<file path="src/design/pst_pkg.sv">
// ----------------------------------------------------------------------------
// pst_pkg: shared types and constants of the prime square tester
// Field widths, default bitmap size, square root pipeline depth, sieve states.
// ----------------------------------------------------------------------------
package pst_pkg;

  localparam int unsigned VALUE_W        = 30;
  localparam int unsigned ROOT_W         = 15;
  localparam int unsigned REM_W          = VALUE_W;
  localparam int unsigned RES_W          = VALUE_W + 1;
  localparam int unsigned ISQRT_STAGES   = VALUE_W / 2;
  localparam int unsigned SIEVE_SIZE_DEF = 32768;

  typedef enum logic [2:0] {
    SV_FILL,
    SV_READ,
    SV_TEST,
    SV_MARK,
    SV_DONE
  } sieve_state_t;

  // Result of the square root pipeline, one per request.
  typedef struct packed {
    logic              valid;
    logic              exact;
    logic [ROOT_W-1:0] root;
  } isqrt_res_t;

endpackage

</file>
<file path="src/design/pst_isqrt.sv">
// ----------------------------------------------------------------------------
// pst_isqrt: pipelined exact integer square root
// One result bit per stage, fifteen register stages, remainder kept for the
// exact-square check.
// ----------------------------------------------------------------------------
module pst_isqrt import pst_pkg::*; (
  input  logic               clk,
  input  logic               rst,
  input  logic               en,
  input  logic               in_valid,
  input  logic [VALUE_W-1:0] value,
  output isqrt_res_t         res_out
);

  logic [REM_W-1:0] rem_w [ISQRT_STAGES+1];
  logic [RES_W-1:0] res_w [ISQRT_STAGES+1];
  logic             vld_w [ISQRT_STAGES+1];

  assign rem_w[0] = value;
  assign res_w[0] = '0;
  assign vld_w[0] = in_valid;

  for (genvar k = 0; k < ISQRT_STAGES; k++) begin : g_stage
    localparam logic [RES_W-1:0] BIT = RES_W'(1) << (VALUE_W - 2 - 2 * k);

    logic [RES_W-1:0] trial;
    logic             take;
    logic [REM_W-1:0] rem_next;
    logic [RES_W-1:0] res_next;
    logic [REM_W-1:0] rem;
    logic [RES_W-1:0] res;
    logic             vld;

    always_comb begin
      trial    = res_w[k] + BIT;
      take     = {1'b0, rem_w[k]} >= trial;
      rem_next = take ? rem_w[k] - trial[REM_W-1:0] : rem_w[k];
      res_next = take ? (res_w[k] >> 1) + BIT : res_w[k] >> 1;
    end

    always_ff @(posedge clk) begin
      if (rst) begin
        vld <= 1'b0;
      end else if (en) begin
        vld <= vld_w[k];
      end
    end

    always_ff @(posedge clk) begin
      if (en) begin
        rem <= rem_next;
        res <= res_next;
      end
    end

    assign rem_w[k+1] = rem;
    assign res_w[k+1] = res;
    assign vld_w[k+1] = vld;
  end

  assign res_out.valid = vld_w[ISQRT_STAGES];
  assign res_out.exact = (rem_w[ISQRT_STAGES] == '0);
  assign res_out.root  = res_w[ISQRT_STAGES][ROOT_W-1:0];

endmodule

</file>
<file path="config.mk">
export PLATFORM = sky130hd
export DESIGN_NAME = pst_isqrt
export DESIGN_NICKNAME = d
export VERILOG_FILES = /design/src/design/pst_pkg.sv /design/src/design/pst_isqrt.sv
export SDC_FILE = /design/constraint.sdc
export NUM_CORES = 1
export LEC_CHECK = 0
export BUFFER_PORTS_ARGS = -buffer_cell sky130_fd_sc_hd__buf_2
export CORE_MARGIN = 5
export CORE_UTILIZATION = 60
export CTS_CLUSTER_DIAMETER = 30
export CTS_CLUSTER_SIZE = 24
export DETAILED_ROUTE_END_ITERATION = 10
export GPL_TIMING_DRIVEN = 0
export PLACE_DENSITY = 0.77
export SETUP_SLACK_MARGIN = 0.15
export SKIP_CTS_REPAIR_TIMING = 1
export SYNTH_ARGS = -nofsm -noshare
export SYNTH_HDL_FRONTEND = slang
export SYNTH_SLANG_ARGS = --single-unit
</file>
<file path="constraint.sdc">
create_clock -name clk -period 4.2 [get_ports clk]
set_clock_uncertainty 0.05 [all_clocks]
set_input_delay 0.63 -clock clk [delete_from_list [all_inputs] [get_ports clk]]
set_output_delay 0.63 -clock clk [all_outputs]
set_load 0.05 [all_outputs]
</file>
==> flow_summary.toml <==
[outcome]
status = "finished clean"

[die]
fp-row-count = 78
die_y_um = 225
dieArea_um2 = 50600
core_area_um2 = 45500
dieWidth_um = 225
num_io_pins = 51
start_util = 0.609

[synthesis]
async_flop_share = 0
synth_top_family_by_area = "simple AND/OR/NAND/NOR gates"
yosys-top-cells-area = "edfxtp_1 (62%), ha_1 (6.0%), xnor2_1 (3.4%), xor2_1 (2.5%), a21oi_1 (2.3%)"
synth_cells = 2155
synthTopCellsByCount = "edfxtp_1 (570), nor2_1 (168), inv_1 (156)"
synth_enable_flop_cells = 570
synthDistinctLibCells = 76
synth_top_cell_by_area = "edfxtp_1"
synthXorXnorAreaFrac = 0.0598
synth-main-ff-cell = "edfxtp_1"
synthMostInstantiatedCell = "edfxtp_1"
synth_fa_ha_area_frac = 0.0601
netlist_area_um2 = 27700
yosys.area_share.simple = 0.116
yosysWarnings = 0
synth_top_area_frac = 0.618
synth-compound-area-share = 0.0866
yosysSeqAreaShare = 0.629
syn_avg_cell_area_um2 = 12.9
synth_nets = 2322
synth_mux_area_frac = 0.0215
synth_seq_cells = 585

[timing]
fin_crit_ns = 3.52
fmax_ghz = 0.284
worst_pin_slew_ns = 1.00
setup_viol = 0
finalCritPeriodShare = 0.837
hold_viol = 0
slew_violations = 0
hold_ws_ns = 0.100
slew_headroom = 0.328
grt_setup_unrepaired = "false"

[drt]
drt-pass1-iter-count = 5
ant_nets = 0
drt-vias-per-instance = 5.92
vias = 17900
finalWirelength_mm = 59.5
drt-initial-drc-count = 1277
drc_errors = 0
post_drt_wl_per_cell_um = 19.7

[pwr]
power_switching_mw = 5.21
seqPwrFrac = 0.403
swShare = 0.266
p_int_mw = 14.3
ir_drop_uv = 425
p_comb_frac = 0.139
leakage_nw = 12.5
clkPwrFrac = 0.457
p_per_area_nw_per_um2 = 598

[global_route]
antenna_found_initial = 0
grt_pass1_wl_mm = 95.0
grt-ovfl-total = 0
grt_max_degree = 129
grt_pass1_vias = 18300
track_usage = 0.235

[cts]
clk_latency_ns = 0.65
htreeDepth = 3
cts_root_buf = "clkbuf_16"
clock_path_buffers = 3
clk_pin_slew_ns = 0.05
numCtsBuffers = 111
cts_sinks = 585
cts_tree = "built"

[final_layout]
utilization = 0.719
antenna-diode-count = 0
fin_cells = 3019
final_layout_size_suffix_gt1_frac = 0.126
design_area_um2 = 32700
fin_nets = 2489
syn_to_final_growth_pct = 18.1

[setup_path]
crit_arrival_ns = 3.85
end_kind = "flop"
worst-endpoint-required_ns = 4.53
cp-start-kind = "flop"
path_max_fanout = 6
crit_type = "flop to flop"
r2r_slack_ns = 0.68

[place]
port_buffers = 50
dpl.cell_count = 2809
placed_cell_area_um2 = 28800
dpl.hpwl_mm = 41.2
gp_congestion = 0.856

[worst_hold_path]
min_path_type = "input port to flop"

[run]
drv_cap = 0
[worst max-delay path, stage by stage (launching register included)]
cell      delay (ns)
edfxtp_1        0.41
inv_1           0.08
ha_1            0.27
nor2b_1         0.17
o31a_1          0.28
o41ai_1         0.59
a21oi_1         0.16
a211oi_1        0.79
nand4b_1        0.23
xnor2_1         0.22
[cell type report]
class,instances,area [µm²]
Sequential cell,585,17400
Fill cell,3040,12800
Multi-Input combinational cell,1375,9520
Clock buffer,119,2850
Clock inverter,91,1020
Tap cell,600,751
Inverter,158,593
Timing Repair Buffer,54,370
Buffer,37,173
[worst paths after layout]
kind | start | endpoint | cells after the start
setup / recovery | g_stage[11].res[6] | g_stage[12].rem[22] | 9
hold / removal | value[12] | g_stage[0].rem[12] | 1
setup reg to reg | g_stage[11].res[6] | g_stage[12].rem[22] | 9
hold reg to reg | g_stage[4].rem[3] | g_stage[5].rem[3] | 0
[stage by stage]
step           worst slack [ns]  power [mW]  setup TNS (ns)
2_1_floorplan              1.47        9.76               0
3_3_place_gp              -6.21        10.6        -3267.88
3_5_place_dp              0.357        10.6               0
4_1_cts                   0.324        19.7               0
5_1_grt                   0.421        20.4               0
6_report                  0.684        19.6               0
[placed cells by master (no fill, tap or decap), types with 11 or more instances in the layout]
cell,instances
nand3_1,24
or3_1,29
mux2_1,14
nor4_1,67
nand2_1,103
nand2b_1,25
inv_6,15
a31oi_1,11
nor3_1,55
o21a_1,29
clkinvlp_4,18
o21ai_0,73
nor2_1,168
ha_1,133
dfxtp_1,15
clkbuf_16,112
o21ai_1,22
o211ai_1,12
or4_1,13
xnor2_1,109
bufinv_16,14
buf_2,55
a21oi_1,129
nor2b_1,19
nor4b_1,11
mux2_2,21
nand4_1,36
mux2i_1,20
clkinv_2,21
a21o_1,38
inv_1,156
clkbuf_1,31
edfxtp_1,570
xor2_1,80
a211oi_1,17
[registers in the layout, indices dropped and copies added, names as in the netlist]
| name | cells |
|---|---|
| g_stage.vld | 15 |
| g_stage.rem | 450 |
| g_stage.res | 120 |
[cells by family (layout without fill, tap and decap cells)]
family | after synthesis | in the layout
and+or+nand+nor | 611 | 611
adders and majority gates | 133 | 133
DFF | 585 | 585
AOI/OAI and AO/OA | 387 | 387
muxes | 55 | 55
xor gates and xnor gates | 189 | 189
buffers and inverters | 195 | 459
[metal layers]
metal	up-vias	GRT usage	share of wire
met5	-	0	0
met4	0	0.0943	0.038
met3	168	0.0458	0.054
met2	567	0.417	0.51
met1	8668	0.284	0.39
li1	8460	-	-
[power by group through the flow]
stage | Clock (mW) | Sequential, mW | Combinational (mW)
6_report | 8.94 | 7.89 | 2.73
3_5_place_dp | 0 | 7.98 | 2.66
2_1_floorplan | 0 | 7.78 | 1.99
5_1_grt | 9.41 | 7.96 | 3.01
4_1_cts | 9.06 | 7.89 | 2.71
3_3_place_gp | 0 | 8.06 | 2.57
(Power assumes the default switching activity.)
